`src/rtl/ids_pkg.sv`:
```
`timescale 1ns / 1ps
// ----------------------------------------------------------------------------
// ids_pkg
// Shared types and constants for the identifier slot table.
// ----------------------------------------------------------------------------
package ids_pkg;

    localparam int ID_W          = 64;
    localparam int OP_W          = 2;
    localparam int CNT_W         = 5;
    localparam int MAX_SLOTS_DEF = 16;

    localparam logic [CNT_W-1:0] CAP_RESET = CNT_W'(4);

    typedef enum logic [OP_W-1:0] {
        OP_FIND   = 2'd0,
        OP_INSERT = 2'd1,
        OP_REMOVE = 2'd2
    } t_ids_op;

    typedef enum logic [1:0] {
        ST_IDLE,
        ST_SCAN,
        ST_DECIDE,
        ST_RESULT
    } t_ids_state;

    typedef struct packed {
        logic eq;
        logic zero;
    } t_ids_cmp;

    typedef struct packed {
        logic [CNT_W-1:0] slot;
        logic [CNT_W-1:0] fill;
    } t_ids_result;

endpackage

```
`src/rtl/ids_cmp.sv`:
```
`timescale 1ns / 1ps
// ----------------------------------------------------------------------------
// ids_cmp
// Shared identifier comparator: equality with the request and empty-slot test.
// ----------------------------------------------------------------------------
module ids_cmp (
    input  logic [ids_pkg::ID_W-1:0] i_entry,
    input  logic [ids_pkg::ID_W-1:0] i_ident,
    output ids_pkg::t_ids_cmp        o_flags
);
    import ids_pkg::*;

    assign o_flags.eq   = (i_entry == i_ident);
    assign o_flags.zero = (i_entry == '0);

endmodule

```
`src/rtl/ids_seq.sv`:
```
`timescale 1ns / 1ps
// ----------------------------------------------------------------------------
// ids_seq
// Slot memory and scan sequencer: one stored entry is compared per cycle,
// then the request is resolved and the memory and fill count are updated.
// ----------------------------------------------------------------------------
module ids_seq #(
    parameter int MAX_SLOTS = ids_pkg::MAX_SLOTS_DEF
) (
    input  logic                       i_clk,
    input  logic                       i_rst_n,
    input  logic                       i_start,
    input  logic [ids_pkg::OP_W-1:0]   i_op,
    input  logic [ids_pkg::ID_W-1:0]   i_ident,
    input  logic [ids_pkg::CNT_W-1:0]  i_cap,
    input  logic                       i_res_ready,
    output logic                       o_busy,
    output logic                       o_res_valid,
    output ids_pkg::t_ids_result       o_res
);
    import ids_pkg::*;

    localparam int AW = (MAX_SLOTS > 1) ? $clog2(MAX_SLOTS) : 1;

    t_ids_state            r_state, n_state;
    t_ids_op               r_op, n_op;
    logic [ID_W-1:0]       r_id, n_id;
    logic [CNT_W-1:0]      r_rd, n_rd;
    logic                  r_pend, n_pend;
    logic [CNT_W-1:0]      r_pidx, n_pidx;
    logic                  r_found, n_found;
    logic [CNT_W-1:0]      r_idx, n_idx;
    logic [CNT_W-1:0]      r_hole, n_hole;
    logic [CNT_W-1:0]      r_fill, n_fill;
    t_ids_result           r_res, n_res;

    logic [ID_W-1:0]       mem [MAX_SLOTS];
    logic [ID_W-1:0]       r_q;
    logic                  rd_en;
    logic                  we;
    logic [CNT_W-1:0]      wslot;
    logic [ID_W-1:0]       wd;
    logic [CNT_W-1:0]      cap_eff;
    t_ids_cmp              flags;

    assign cap_eff = ({{(32-CNT_W){1'b0}}, i_cap} > 32'(MAX_SLOTS))
                     ? CNT_W'(MAX_SLOTS) : i_cap;

    ids_cmp u_cmp (
        .i_entry (r_q),
        .i_ident (r_id),
        .o_flags (flags)
    );

    always_ff @(posedge i_clk) begin
        if (rd_en) begin
            r_q <= mem[AW'(r_rd)];
        end
        if (we) begin
            mem[AW'(wslot)] <= wd;
        end
    end

    always_ff @(posedge i_clk) begin
        if (!i_rst_n) begin
            r_state <= ST_IDLE;
            r_fill  <= '0;
            r_pend  <= 1'b0;
            r_found <= 1'b0;
        end else begin
            r_state <= n_state;
            r_fill  <= n_fill;
            r_pend  <= n_pend;
            r_found <= n_found;
        end
    end

    always_ff @(posedge i_clk) begin
        r_op   <= n_op;
        r_id   <= n_id;
        r_rd   <= n_rd;
        r_pidx <= n_pidx;
        r_idx  <= n_idx;
        r_hole <= n_hole;
        r_res  <= n_res;
    end

    always_comb begin
        n_state     = r_state;
        n_op        = r_op;
        n_id        = r_id;
        n_rd        = r_rd;
        n_pend      = 1'b0;
        n_pidx      = r_pidx;
        n_found     = r_found;
        n_idx       = r_idx;
        n_hole      = r_hole;
        n_fill      = r_fill;
        n_res       = r_res;
        rd_en       = 1'b0;
        we          = 1'b0;
        wslot       = r_idx;
        wd          = r_id;
        o_busy      = 1'b1;
        o_res_valid = 1'b0;

        case (r_state)
            ST_IDLE: begin
                o_busy = 1'b0;
                if (i_start) begin
                    n_op    = t_ids_op'(i_op);
                    n_id    = i_ident;
                    n_rd    = '0;
                    n_found = 1'b0;
                    n_idx   = r_fill;
                    n_hole  = r_fill;
                    n_state = ST_SCAN;
                end
            end
            ST_SCAN: begin
                if (r_pend && !r_found) begin
                    if (flags.eq) begin
                        n_found = 1'b1;
                        n_idx   = r_pidx;
                    end else if (flags.zero) begin
                        n_hole = r_pidx;
                    end
                end
                if (!r_found && !(r_pend && flags.eq) && (r_rd < r_fill)) begin
                    rd_en  = 1'b1;
                    n_pend = 1'b1;
                    n_pidx = r_rd;
                    n_rd   = r_rd + CNT_W'(1);
                end
                if (!r_pend && (r_found || (r_rd >= r_fill))) begin
                    n_state = ST_DECIDE;
                end
            end
            ST_DECIDE: begin
                n_res.slot = r_idx;
                case (r_op)
                    OP_INSERT: begin
                        if (r_found) begin
                            n_res.slot = r_idx;
                        end else if (r_hole < r_fill) begin
                            we         = 1'b1;
                            wslot      = r_hole;
                            n_res.slot = r_hole;
                        end else if (r_fill >= cap_eff) begin
                            n_res.slot = r_fill;
                        end else begin
                            we         = 1'b1;
                            wslot      = r_fill;
                            n_res.slot = r_fill;
                            n_fill     = r_fill + CNT_W'(1);
                        end
                    end
                    OP_REMOVE: begin
                        if (r_found) begin
                            we    = 1'b1;
                            wslot = r_idx;
                            wd    = '0;
                            if (r_idx + CNT_W'(1) == r_fill) begin
                                n_fill = r_fill - CNT_W'(1);
                            end
                        end
                    end
                    default: begin
                        n_res.slot = r_idx;
                    end
                endcase
                n_res.fill = n_fill;
                n_state    = ST_RESULT;
            end
            ST_RESULT: begin
                o_res_valid = 1'b1;
                if (i_res_ready) begin
                    n_state = ST_IDLE;
                end
            end
            default: begin
                n_state = ST_IDLE;
            end
        endcase
    end

    assign o_res = r_res;

endmodule

```
`src/rtl/id_slot_table_top.sv`:
```
`timescale 1ns / 1ps
// ----------------------------------------------------------------------------
// id_slot_table_top
// Identifier to slot table with find, insert and remove requests.
// ----------------------------------------------------------------------------
// Each item is handled on its own: after acceptance the used slots are read
// from a single-port slot memory one per cycle and checked by one shared
// comparator, then the decide state resolves the request and writes back,
// and the result state hands the result to the output register. A match
// ends the scan early; the input is stalled throughout, so a new item is
// taken only after the result of the last one is handed on. The
// capacity register resets to four and should be written only while idle.
// ----------------------------------------------------------------------------
module id_slot_table_top #(
    parameter int MAX_SLOTS = ids_pkg::MAX_SLOTS_DEF
) (
    input  logic                       i_clk,
    input  logic                       i_rst_n,
    input  logic                       i_in_valid,
    output logic                       o_in_stall,
    input  logic [ids_pkg::OP_W-1:0]   i_op,
    input  logic [ids_pkg::ID_W-1:0]   i_ident,
    output logic                       o_out_valid,
    input  logic                       i_out_stall,
    output logic [ids_pkg::CNT_W-1:0]  o_slot,
    output logic [ids_pkg::CNT_W-1:0]  o_fill_count_out,
    input  logic                       i_cfg_we,
    input  logic [ids_pkg::CNT_W-1:0]  i_cfg_wdata
);
    import ids_pkg::*;

    logic [CNT_W-1:0]  r_cap;
    logic              r_out_valid;
    logic [CNT_W-1:0]  r_slot;
    logic [CNT_W-1:0]  r_fcnt;
    logic              busy;
    logic              res_valid;
    logic              out_free;
    t_ids_result       res;

    assign out_free = !r_out_valid || !i_out_stall;

    ids_seq #(
        .MAX_SLOTS (MAX_SLOTS)
    ) u_seq (
        .i_clk       (i_clk),
        .i_rst_n     (i_rst_n),
        .i_start     (i_in_valid),
        .i_op        (i_op),
        .i_ident     (i_ident),
        .i_cap       (r_cap),
        .i_res_ready (out_free),
        .o_busy      (busy),
        .o_res_valid (res_valid),
        .o_res       (res)
    );

    always_ff @(posedge i_clk) begin
        if (!i_rst_n) begin
            r_cap       <= CAP_RESET;
            r_out_valid <= 1'b0;
        end else begin
            if (i_cfg_we) begin
                r_cap <= i_cfg_wdata;
            end
            if (res_valid && out_free) begin
                r_out_valid <= 1'b1;
            end else if (!i_out_stall) begin
                r_out_valid <= 1'b0;
            end
        end
    end

    always_ff @(posedge i_clk) begin
        if (res_valid && out_free) begin
            r_slot <= res.slot;
            r_fcnt <= res.fill;
        end
    end

    assign o_in_stall       = busy;
    assign o_out_valid      = r_out_valid;
    assign o_slot           = r_slot;
    assign o_fill_count_out = r_fcnt;

endmodule

```
`config.mk`:
```
export PLATFORM = sky130hd
export DESIGN_NAME = id_slot_table_top
export DESIGN_NICKNAME = d
export VERILOG_FILES = /design/src/rtl/ids_pkg.sv /design/src/rtl/ids_cmp.sv /design/src/rtl/ids_seq.sv /design/src/rtl/id_slot_table_top.sv
export SDC_FILE = /design/constraint.sdc
export NUM_CORES = 1
export LEC_CHECK = 0
export BUFFER_PORTS_ARGS = -buffer_cell sky130_fd_sc_hd__buf_2
export CORE_MARGIN = 10
export CORE_UTILIZATION = 45
export DETAILED_ROUTE_END_ITERATION = 10
export PLACE_DENSITY_LB_ADDON = 0.12
export SYNTH_ARGS = -nofsm -noshare
export SYNTH_HDL_FRONTEND = slang
export SYNTH_HIERARCHICAL = 1
export SYNTH_SLANG_ARGS = --single-unit
```
`constraint.sdc`:
```
create_clock -name i_clk -period 9.49 [get_ports i_clk]
set_input_delay 1.898 -clock i_clk [delete_from_list [all_inputs] [get_ports i_clk]]
set_output_delay 1.898 -clock i_clk [all_outputs]
set_load 0.01 [all_outputs]
```
### Word-level counts from Yosys, hierarchy flattened

Memory sizes are Yosys's and may differ from the RTL's. A register that Yosys moved wholly into a read port is not among the register bits.
Index checks and enable logic that the tools add are counted.

* bits in registers: 121
* bits in writable memories: 1024
* input bits: 76
* output and inout bits: 12
* logic and storage cells: 115
* memories: 1

Memory list
* u_seq.mem: words 16, width 64, read ports 1, clocked after Yosys merged registers in 1, write ports 1, RTL line ids_seq.sv:37 `logic [ID_W-1:0] mem [MAX_SLOTS];`

* add/subtract/negate cells: 4
* magnitude comparators: 5
* equal/unequal tests: 16
* mux-type cells: 51
* reduce and logical (&&, ||, !) cells: 22

Operators by type and width (number)
* 2-to-1 mux 64 bit: 3
* 2-to-1 mux 5 bit: 17
* equality test 64 bit: 1
* zero test 64 bit: 1
* case mux 5 bit (2 select lines): 4
* 2-to-1 mux 4 bit: 5
* 2-to-1 mux 1 bit: 16
* adder 5 x 1 -> 5 bit, second input constant: 3
* inequality test 2 x 1 -> 1 bit, second input constant: 6
* >= comparator 5 bit: 2
* less-than comparator 5 bit: 2
* case mux 2 bit (4 select lines): 1
* equality test 2 bit, second input constant: 3
* logical AND 1 bit: 6
* 2-to-1 mux 2 bit: 3
* inequality test 2 bit, second input constant: 3
* AND reduction 3 bit: 2
* equality test 5 bit: 1
* greater-than comparator 5 bit, second input constant: 1
* zero test 1 bit: 5
* AND reduction 5 bit: 1
* subtractor 5 x 1 -> 5 bit, second input constant: 1
* equality test 2 x 1 -> 1 bit, second input constant: 2
* case mux 1 bit (2 select lines): 2
* 5 further kinds: 7

### Logic depth before layout (Yosys ltp)

Gate-level depths: netlist of the first run.

* depth after elaboration: 10
* gate-level depth with buffers: 11
* gate-level depth less buffers: 9

### Cells and area by module

The synthesis of the first run kept the hierarchy.

Modules (own cells, without submodules)
* ids_seq: instances 1, cells an instance 1936, area an instance 45572.5 sq um, seq. area each 35734.3 sq um
* ids_cmp: instances 1, cells an instance 106, area an instance 829.5 sq um, seq. area each 0.0 sq um
* id_slot_table_top: instances 1, cells an instance 31, area an instance 531.8 sq um, seq. area each 420.4 sq um

### Least setup slack after synthesis of the first run

OpenSTA, ideal clock, no wires.

* kind: reg-to-reg
* from: reg u_seq.r_fill[0]
* to: mem u_seq.mem[13][0], enable pin
* library setup time: 0.644 ns
* arrival time: 8.263 ns
* data required time: 8.846 ns
* slack: 0.583 ns
* cell stages (with the launch flop): 11
* buffers on the path: 2
* clock period less this slack: 8.907 ns
* cell sequence: dfxtp_1 -> buf_6 -> inv_1 -> ha_1 -> nand2b_1 -> a31oi_4 -> o21ai_4 -> or4_4 -> a21bo_1 -> buf_6 -> nor4_1

* longest elaborated chain between the ends: 8
* elaborated cells on any way between the ends: 14
* those cells by class: order compare: 2; mux: 12

Ends and longest elaborated chain
* start, declared: RTL line ids_seq.sv:34 `logic [CNT_W-1:0] r_fill, n_fill;`
* start signal, assigned: RTL line ids_seq.sv:72 `r_fill <= n_fill;`
* >= comparator 5 bit: RTL line ids_seq.sv:149 `end else if (r_fill >= cap_eff) begin`
* 2-to-1 mux 1 bit: RTL line ids_seq.sv:149
* 2-to-1 mux 1 bit: RTL line ids_seq.sv:145 `end else if (r_hole < r_fill) begin`
* 2-to-1 mux 1 bit: RTL line ids_seq.sv:143 `if (r_found) begin`
* case mux 1 bit (2 select lines): RTL line ids_seq.sv:141 `case (r_op)`
* 2-to-1 mux 1 bit: RTL line ids_seq.sv:107 `case (r_state)`
* 2-to-1 mux 1 bit: RTL line ids_seq.sv:59 `if (we) begin`
* 2-to-1 mux 1 bit (not written as such): RTL line ids_seq.sv:60 `mem[AW'(wslot)] <= wd;`
* end, declared: RTL line ids_seq.sv:37

Parallel ways exist; a longest one is shown, timed or not.

### Final worst setup path of the first run

* from: reg u_seq.r_fill[2]
* to: mem u_seq.mem[1][52], enable pin

Same word-level chain as after synthesis.

==> flow_metrics.py, run 1 <==
metrics = {
    "worst_hold_path": {
        "hold_path_end": "o_fill_count_out[0]$_DFFE_PP_",
        "min_from": "u_seq/o_res[0]$_DFFE_PP_",
        "hold_depth": 0,
        "hold_path.class": "reg -> reg",
    },
    "layout": {
        "fin_nets": 2349,
        "fill_cells": 8026,
        "areaGrowthSynthToFinish_pct": 13.7,
        "n_antenna_cell": 0,
        "drive_gt1_share_pct": 28.7,
        "finalInstanceArea_mm2": 0.0534,
    },
    "clocking": {
        "cts.clk_slew.worst_paths_ps": 60,
        "numCtsBuffers": 131,
        "cts.path.max_buffers": 3,
        "cts_root_buf": "clkbuf_16",
        "insertion_delay_ps": 740,
        "htreeDepth": 4,
        "cts_resized": 0,
        "cts.sinks": 1209,
        "post_cts_buffers": 0,
        "ctsHoldBuffers": 0,
        "cts_tree": "built",
    },
    "worst_setup_path": {
        "cp_top_family": "buffers and inverters",
        "path_class": "reg -> reg",
        "worst-r2r-setup-slack_ps": 4830,
        "path_cells": "clkinv_1 -> ha_1 -> a21oi_1 -> o21ai_2 -> a21oi_2 -> buf_4 -> o21ai_2 -> a221o_1 -> nor4_2 -> buf_4 -> buf_4",
        "start_kind": "register",
        "cpMostUsedCell": "buf_4",
        "worstPathRequired_ps": 9820,
        "crit_fanout": 49,
        "cp_slowest_stage_delay_ps": 830,
        "r2r-end": "u_seq/mem[1][52]$_DFFE_PP_",
        "reg2reg_depth": 11,
        "worstPathArrival_ps": 4990,
        "slowest_stage": "buf_4",
        "crit_path_end_kind": "register",
        "reg2reg_from": "u_seq/r_fill[2]$_SDFFE_PN0P_",
        "critPathBufInv": 4,
    },
    "placement": {
        "place_area_mm2": 0.0492,
        "dp_hpwl_um": 64800,
        "gp_congestion": 0.808,
        "portBuffers": 87,
    },
    "route": {
        "drtIter0Drc": 2400,
        "drt_wl_total_um": 113000,
        "ant_nets": 0,
        "first_pass_iters": 5,
        "vias": 21700,
        "routed_via_density": 5.83,
        "drt-wirelength-per-cell_um": 30.4,
        "drc": 0,
    },
    "floorplan": {
        "die_y_um": 343,
        "die_w_um": 343,
        "initial_core_util_pct": 45.3,
        "die_area_mm2": 0.118,
        "core_area_mm2": 0.103,
        "io_pins": 88,
        "num_rows": 118,
    },
    "yosys": {
        "yosys.area.top_type_share_pct": 76.4,
        "ys_async_sr_fraction_pct": 0,
        "synth_fp_nets": 2173,
        "yosysWarnings": 6,
        "synth.distinct_cells": 72,
        "synth-seq-area-share_pct": 77.0,
        "synthTopCellsByCount": "1194 x edfxtp_1, 320 x mux4_2, 72 x and2_1",
        "synth.avg_cell_area_um2": 22.6,
        "synth-seq-cells": 1209,
        "synth_most_common_cell": "edfxtp_1",
        "synthTopCellsByArea": "edfxtp_1 76%, mux4_2 15%, xor2_1 1.3%, and2_1 0.96%, nor4_1 0.72%",
        "netlist_instances": 2073,
        "synth_edf_count": 1194,
        "syn_area_mm2": 0.0469,
        "yosysTopAreaCell": "edfxtp_1",
        "ys.flop_type": "edfxtp_1",
    },
    "sta": {
        "tns_ps": 0,
        "setup_violations": 0,
        "worst_pin_slew_ps": 1440,
        "finalHoldViolCount": 0,
        "rsz0062_at_grt": "no",
        "max_freq_mhz": 215,
        "fin_crit_sh_pct": 49.1,
        "drv_slew": 0,
        "fin_crit_ps": 4660,
        "relSlewSlack_pct": 3.34,
        "skew_ps": 35.5,
    },
    "grt": {
        "grt_usage_pct": 19.4,
        "grt_max_degree": 102,
        "overflow": 0,
        "antenna_found_initial": 3,
        "grt_pass1_wl_um": 164000,
        "grt_pass1_vias": 22500,
    },
    "job": {
        "maxCapViolCount": 0,
    },
    "power_and_ir_drop": {
        "pwr_density_cell_mw_per_mm2": 283,
        "peakVddDrop_mv": 0.189,
        "cellLeakagePower_nw": 16.7,
        "total_power_w": 0.0151,
    },
    "outcome": {
        "status": "complete, no violations",
    },
}
[report_power, final]
part / switching [W] / total [W] / internal, W
combinational: 0.00197 / 0.00354 / 0.00157
sequential: 0.000199 / 0.00661 / 0.00641
clock: 0.00203 / 0.00494 / 0.00291
total: 0.00420 / 0.0151 / 0.0109
[through the flow]
step                setup slack, ps  std cells  utilization [%]  hold slack, ps
floorplan                       583       2073                -             400
CTS                            4830       3728             51.6             415
finish                         4830       3728             51.6             414
global placement               4900       3496             47.5             403
detailed placement             4870       3496             47.5             405
global route                   4480       3728             51.6             419
[sequential cells by signal (all words and copies together), names as in the netlist, 10 cells and up]
name,cells
u_seq/mem,1024
u_seq/r_id,64
u_seq/r_q,64
u_seq/o_res,10
[how the worst max path moves through the flow]
stage	start	to	slack (ps)	cells after the start
floorplan	u_seq/r_fill[0]$_SDFFE_PN0P_	u_seq/mem[13][0]$_DFFE_PP_	580	10
global placement	u_seq/r_fill[2]$_SDFFE_PN0P_	u_seq/mem[9][47]$_DFFE_PP_	4900	11
detailed placement	u_seq/r_fill[2]$_SDFFE_PN0P_	u_seq/mem[1][47]$_DFFE_PP_	4870	11
CTS	u_seq/r_fill[2]$_SDFFE_PN0P_	u_seq/mem[1][44]$_DFFE_PP_	4830	11
global route	u_seq/r_fill[2]$_SDFFE_PN0P_	u_seq/mem[5][49]$_DFFE_PP_	4480	11
finish	u_seq/r_fill[2]$_SDFFE_PN0P_	u_seq/mem[1][52]$_DFFE_PP_	4830	11
[final cells by class]
class                           count  area, um2  share of cell area, %
Timing Repair Buffer              140        846                   1.58
Multi-Input combinational cell    748      10400                   19.5
Sequential cell                  1209      36200                   67.7
Inverter                           19       71.3                  0.134
Clock inverter                     68        684                   1.28
Tap cell                         1380       1730                   3.24
Clock buffer                      164       3490                   6.53
[metal layers]
metal / vias up / wire [um] / track usage, %
met5: - / 0 / 0
met4: 0 / 2240 / 5.29
met3: 139 / 7440 / 4.51
met2: 709 / 55700 / 31.2
met1: 11800 / 48100 / 26.5
li1: 9120 / - / -
[placed cells by master (no fill, tap or decap), types with 4 or more instances in the layout]
cell,instances
edfxtp_1,1194
mux4_2,320
clkbuf_16,135
buf_2,87
and2_1,71
xor2_1,69
buf_4,52
nor4_1,39
clkinv_1,30
clkbuf_1,29
nand2_1,25
ha_1,24
nor2_1,19
o21ai_0,18
inv_1,17
nand3_1,17
nor4_2,16
clkinv_2,15
dfxtp_1,15
a21oi_1,12
bufinv_16,11
nor2b_1,10
mux2i_1,9
nand4_1,9
xnor2_1,7
a31oi_1,7
clkinv_8,6
nand2b_1,6
o21a_1,5
clkinvlp_4,4
a21o_1,4
nor3_1,4
[cells by family after synthesis]
logic type | count (synthesis) | share of synthesized area (%)
AOI/OAI and AO/OA | 87 | 1.39
xor gates and xnor gates | 76 | 1.42
adders and majority gates | 24 | 0.640
buffers and inverters | 116 | 1.08
DFF | 1209 | 77.0
muxes | 329 | 15.5
and+or+nand+nor | 232 | 2.89
(Power assumes the default switching activity.)
==> run 2: changes to the inputs <==
==> constraint.sdc (replaced) <==
create_clock -name i_clk -period 4.34 [get_ports i_clk]
set_input_delay 0.868 -clock i_clk [delete_from_list [all_inputs] [get_ports i_clk]]
set_output_delay 0.868 -clock i_clk [all_outputs]
set_load 0.01 [all_outputs]
==> flow_metrics.py, run 2 (synthesis results as in run 1) <==
metrics = {
    "outcome": {
        "status": "complete, no violations",
    },
    "layout": {
        "largestRegisters": "u_seq/mem (1024), u_seq/r_id (64), u_seq/r_q (64)",
        "utilization_pct": 52.0,
        "layout.cells.non_filler": 3738,
        "top_register": "u_seq/mem",
        "final_common_cell": "edfxtp_1",
        "fill_cells": 8054,
        "fin_nets": 2360,
        "layout_common_cells": "1194 x edfxtp_1, 320 x mux4_2, 134 x clkbuf_16",
        "areaGrowthSynthToFinish_pct": 14.6,
        "n_antenna_cell": 0,
        "drive_gt1_share_pct": 29.7,
        "largest_reg_flops": 1024,
    },
    "route": {
        "drtIter0Drc": 2412,
        "drt_wl_total_um": 112000,
        "drc": 0,
        "first_pass_iters": 6,
        "vias": 21700,
        "ant_nets": 0,
        "drt-wirelength-per-cell_um": 30.0,
        "routed_via_density": 5.81,
    },
    "power_and_ir_drop": {
        "cellLeakagePower_nw": 16.8,
        "peakVddDrop_mv": 0.484,
        "pwr_density_cell_mw_per_mm2": 607,
        "total_power_w": 0.0327,
    },
    "placement": {
        "dp_hpwl_um": 65400,
        "portBuffers": 87,
        "dp_slack_ps": 513,
        "gp_congestion": 0.840,
        "placed_cells": 3508,
    },
    "clocking": {
        "post_cts_buffers": 0,
        "cts.clk_slew.worst_paths_ps": 60,
        "cts_root_buf": "clkbuf_16",
        "insertion_delay_ps": 740,
        "htreeDepth": 4,
        "cts_resized": 0,
        "numCtsBuffers": 130,
        "cts.sinks": 1209,
        "cts_tree": "built",
        "cts.path.max_buffers": 3,
        "ctsHoldBuffers": 0,
    },
    "worst_setup_path": {
        "start_kind": "register",
        "crit_fanout": 31,
        "reg2reg_depth": 9,
        "path_class": "reg -> reg",
        "crit_path_end_kind": "register",
        "worstPathRequired_ps": 4750,
        "worstPathArrival_ps": 4320,
    },
    "sta": {
        "relSlewSlack_pct": 32.1,
        "holdWs_ps": 306,
        "finalHoldViolCount": 0,
        "setup_ws_ps": 429,
        "fin_crit_ps": 3910,
        "skew_ps": 24.3,
        "worst_pin_slew_ps": 1020,
        "max_freq_mhz": 256,
        "drv_slew": 0,
        "rsz0062_at_grt": "no",
        "setup_violations": 0,
        "fin_crit_sh_pct": 90.1,
    },
    "grt": {
        "grt_usage_pct": 19.3,
        "grt_max_degree": 96,
        "grt_pass1_vias": 22800,
        "antenna_found_initial": 0,
        "grt_pass1_wl_um": 164000,
        "overflow": 0,
    },
    "floorplan": {
        "io_pins": 88,
        "die_area_mm2": 0.118,
        "core_area_mm2": 0.103,
        "die_w_um": 343,
        "num_rows": 118,
        "initial_core_util_pct": 45.3,
        "die_y_um": 343,
    },
    "worst_hold_path": {
        "hold_depth": 1,
        "hold_path.class": "in -> reg",
    },
    "job": {
        "maxCapViolCount": 0,
    },
}
## run 2: cell count changes in the layout (fill, tap and decap cells not counted), moves of 6 or more
cell | previous run | this run
buf_12 | 1 | 29
buf_4 | 52 | 36
nor4_2 | 16 | 1
nor4_4 | 2 | 16
bufinv_16 | 11 | 4
inv_6 | 2 | 8
## run 2: power by group
part	switching, W	total (W)	internal, W
clock	0.00442	0.0103	0.00591
combinational	0.00428	0.00786	0.00358
sequential	0.000468	0.0145	0.0140
## run 2: per-layer routing
metal,track usage [%],part of all wire [%]
met2,31.5,50
met4,4.72,1.7
met1,27.1,43
met5,0,0
met3,3.33,5.3
## run 2: path summary, 6_finish.rpt
kind	from	to	slack, ps
worst min-delay path	i_ident[23]	u_seq/r_id[23]$_DFFE_PP_	310
worst max-delay path	u_seq/r_fill[1]$_SDFFE_PN0P_	u_seq/mem[14][56]$_DFFE_PP_	430
worst min register to register	u_seq/o_res[6]$_DFFE_PP_	o_slot[1]$_DFFE_PP_	420
worst max register to register	u_seq/r_fill[1]$_SDFFE_PN0P_	u_seq/mem[14][56]$_DFFE_PP_	430
## run 2: layout make-up
type                    count  area [um2]  share of cell area (%)
clock inverters            68         498                   0.925
inverters                  19        90.1                   0.167
flip-flops and latches   1209       36200                    67.2
clock buffers             162        3460                    6.43
repair buffers            152        1290                    2.39
multi-input cells         748       10600                    19.7
well taps                1380        1730                    3.21
## run 2: stage by stage
step | setup TNS [ps] | area [um2]
floorplan | -259100 | 47300
global placement | 0 | 49900
detailed placement | 0 | 49900
CTS | 0 | 53800
global route | 0 | 53800
finish | 0 | 53800
## run 2: worst max-delay path, cell delays in order (launching register included)
cell and delay, ps:
dfxtp_2 410, clkinv_2 220, ha_1 370, nand2_2 60, o21ai_2 240, a21oi_4 210, or4_4 570, a21bo_1 430
nor4_4 690, buf_12 310
==> run 3: changes to the inputs <==
--- a/config.mk
+++ b/config.mk
@@ -7,10 +7,10 @@
 export LEC_CHECK = 0
 export BUFFER_PORTS_ARGS = -buffer_cell sky130_fd_sc_hd__buf_2
 export CORE_MARGIN = 10
-export CORE_UTILIZATION = 45
+export CORE_UTILIZATION = 56
 export DETAILED_ROUTE_END_ITERATION = 10
+export MAX_ROUTING_LAYER = met4
 export PLACE_DENSITY_LB_ADDON = 0.12
 export SYNTH_ARGS = -nofsm -noshare
 export SYNTH_HDL_FRONTEND = slang
-export SYNTH_HIERARCHICAL = 1
 export SYNTH_SLANG_ARGS = --single-unit
==> flow_metrics.py, run 3 <==
metrics = {
    "clocking": {
        "cts.path.max_buffers": 3,
        "cts.clk_slew.worst_paths_ps": 60,
        "insertion_delay_ps": 700,
        "cts_tree": "built",
        "cts_root_buf": "clkbuf_16",
        "ctsHoldBuffers": 0,
        "htreeDepth": 3,
        "cts_resized": 0,
        "cts.sinks": 1209,
        "post_cts_buffers": 0,
        "numCtsBuffers": 117,
    },
    "floorplan": {
        "core_area_mm2": 0.0833,
        "die_y_um": 309,
        "io_pins": 88,
        "num_rows": 106,
        "initial_core_util_pct": 56.2,
        "die_w_um": 309,
        "die_area_mm2": 0.0956,
    },
    "grt": {
        "grt_util_met2_pct": 36.1,
        "antenna_found_initial": 3,
        "grt_usage_pct": 23.8,
        "grt_max_degree": 141,
        "grt_use_met3_pct": 4.30,
        "grt_pass1_vias": 22300,
        "overflow": 0,
        "top_usage_layer": "met2",
        "grt_pass1_wl_um": 159000,
        "use_met1_pct": 33.9,
    },
    "route": {
        "drc": 0,
        "vias": 21600,
        "drt-wirelength-per-cell_um": 31.7,
        "drt_wl_total_um": 108000,
        "ant_nets": 0,
        "first_pass_iters": 9,
        "drtIter0Drc": 2401,
        "routed_via_density": 6.36,
    },
    "worst_setup_path": {
        "crit_fanout": 19,
        "crit_path_end_kind": "register",
        "slowest_stage": "nor3b_4",
        "worstPathArrival_ps": 4240,
        "start_kind": "register",
        "path_cells": "clkinv_2 -> ha_1 -> nor2b_1 -> o21ai_1 -> a31oi_4 -> a31oi_4 -> o2bb2ai_1 -> nand2_1 -> nor3b_4 -> buf_12",
        "path_class": "reg -> reg",
        "worstPathRequired_ps": 4710,
        "crit_path_start": "u_seq.r_fill[0]$_SDFFE_PN0P_",
        "cpMostUsedCell": "a31oi_4",
        "reg2reg_from": "u_seq.r_fill[0]$_SDFFE_PN0P_",
        "cp_slowest_stage_delay_ps": 740,
    },
    "yosys": {
        "ys_async_sr_fraction_pct": 0,
        "synth_edf_count": 1194,
        "yosys.area.top_type_share_pct": 76.5,
        "netlist_instances": 2058,
        "ys.flop_type": "edfxtp_1",
        "syn_area_mm2": 0.0468,
        "synth_most_common_cell": "edfxtp_1",
        "synth-seq-cells": 1209,
        "yosysWarnings": 0,
        "synth.distinct_cells": 67,
        "synthTopCellsByCount": "1194 x edfxtp_1, 320 x mux4_2, 70 x and2_1",
        "yosysTopAreaCell": "edfxtp_1",
        "synth_fp_nets": 2159,
        "synthTopCellsByArea": "edfxtp_1 77%, mux4_2 15%, xor2_1 1.3%, and2_1 0.93%, ha_1 0.67%",
        "synth.avg_cell_area_um2": 22.8,
        "synth-seq-area-share_pct": 77.2,
    },
    "sta": {
        "fin_crit_sh_pct": 89.0,
        "relSlewSlack_pct": 26.5,
        "drv_slew": 0,
        "rsz0062_at_grt": "no",
        "finalHoldViolCount": 0,
        "skew_ps": 32.4,
        "holdWs_ps": 337,
        "setup_violations": 0,
        "max_freq_mhz": 259,
        "fin_crit_ps": 3860,
        "worst_pin_slew_ps": 1100,
    },
    "placement": {
        "place_area_mm2": 0.0493,
        "gp_congestion": 0.828,
        "portBuffers": 87,
        "dp_hpwl_um": 61700,
    },
    "outcome": {
        "status": "complete, no violations",
    },
    "layout": {
        "drive_gt1_share_pct": 29.1,
        "top_register": "u_seq.mem",
        "layout_common_cells": "1194 x edfxtp_1, 320 x mux4_2, 117 x clkbuf_16",
        "largest_reg_flops": 1024,
        "n_antenna_cell": 0,
        "fin_nets": 2331,
        "largestRegisters": "u_seq.mem (1024), u_seq.r_id (64), u_seq.r_q (64)",
        "utilization_pct": 63.6,
        "areaGrowthSynthToFinish_pct": 13.0,
        "finalInstanceArea_mm2": 0.0529,
        "final_common_cell": "edfxtp_1",
        "fill_cells": 5560,
    },
    "power_and_ir_drop": {
        "peakVddDrop_mv": 0.636,
        "total_power_w": 0.0326,
        "cellLeakagePower_nw": 16.7,
        "pwr_density_cell_mw_per_mm2": 615,
    },
    "worst_hold_path": {
        "hold_path.class": "in -> reg",
        "min_from": "i_ident[20]",
    },
    "job": {
        "maxCapViolCount": 0,
    },
}
[run 3: changes by cell type after synthesis, moves of 4 or more]
cell,previous run,this run
nand2_1,25,34
nor4_1,54,36
nand3_1,18,13
nor2b_1,10,5
buf_1,7,1
nor2_1,19,23
buf_2,28,34
[run 3: power breakdown]
part           internal, W  total [W]  switching, W
Combinational      0.00366    0.00806       0.00440
Clock              0.00542    0.00966       0.00424
Sequential          0.0143     0.0148      0.000576
Total               0.0233     0.0326       0.00921
[run 3: kinds of logic after synthesis]
logic type / Yosys count / synth area share (%)
adder cells (fa/ha/maj): 25 / 0.668
AO/OA/AOI/OAI: 74 / 1.20
buffers and inverters: 118 / 1.14
AND/OR/NAND/NOR: 226 / 2.79
XOR/XNOR: 79 / 1.49
multiplexers: 327 / 15.5
flip-flops: 1209 / 77.2
[run 3: metrics by stage]
step                TNS [ps]  worst slack [ps]  cells
floorplan            -248300              -624   2058
global placement           0               545   3191
detailed placement         0               499   3191
CTS                        0               448   3403
global route               0               285   3403
finish                     0               476   3403
[run 3: critical path: cells and delay by family (launching register included)]
family	cells	cell delay, ps
AO/OA/AOI/OAI	4	1110
flip-flops	1	440
adder cells (fa/ha/maj)	1	340
AND/OR/NAND/NOR	3	1130
buffers and inverters	2	480
[run 3: layout make-up]
cell class,count,area (um2),area share [%]
tap,1080,1350,2.55
clock inverter,70,608,1.15
timing repair buffer,150,1360,2.57
multi-input combinational,731,10400,19.6
inverter,21,82.6,0.156
clock buffer,142,3020,5.71
sequential,1209,36200,68.3
[run 3: final timing paths]
path / end / slack [ps] / depth (start not counted)
worst max-delay path: u_seq.mem[12][56]$_DFFE_PP_ / 480 / 10
worst min-delay path: u_seq.r_id[20]$_DFFE_PP_ / 340 / 1
worst max register to register: u_seq.mem[12][56]$_DFFE_PP_ / 480 / 10
worst min register to register: o_fill_count_out[2]$_DFFE_PP_ / 420 / 0
[run 3: metal layers]
layer	share of wire, %	wire (um)
met1	42	45300
met3	8.0	8640
met4	1.9	2090
met5	0	0
met2	48	51800
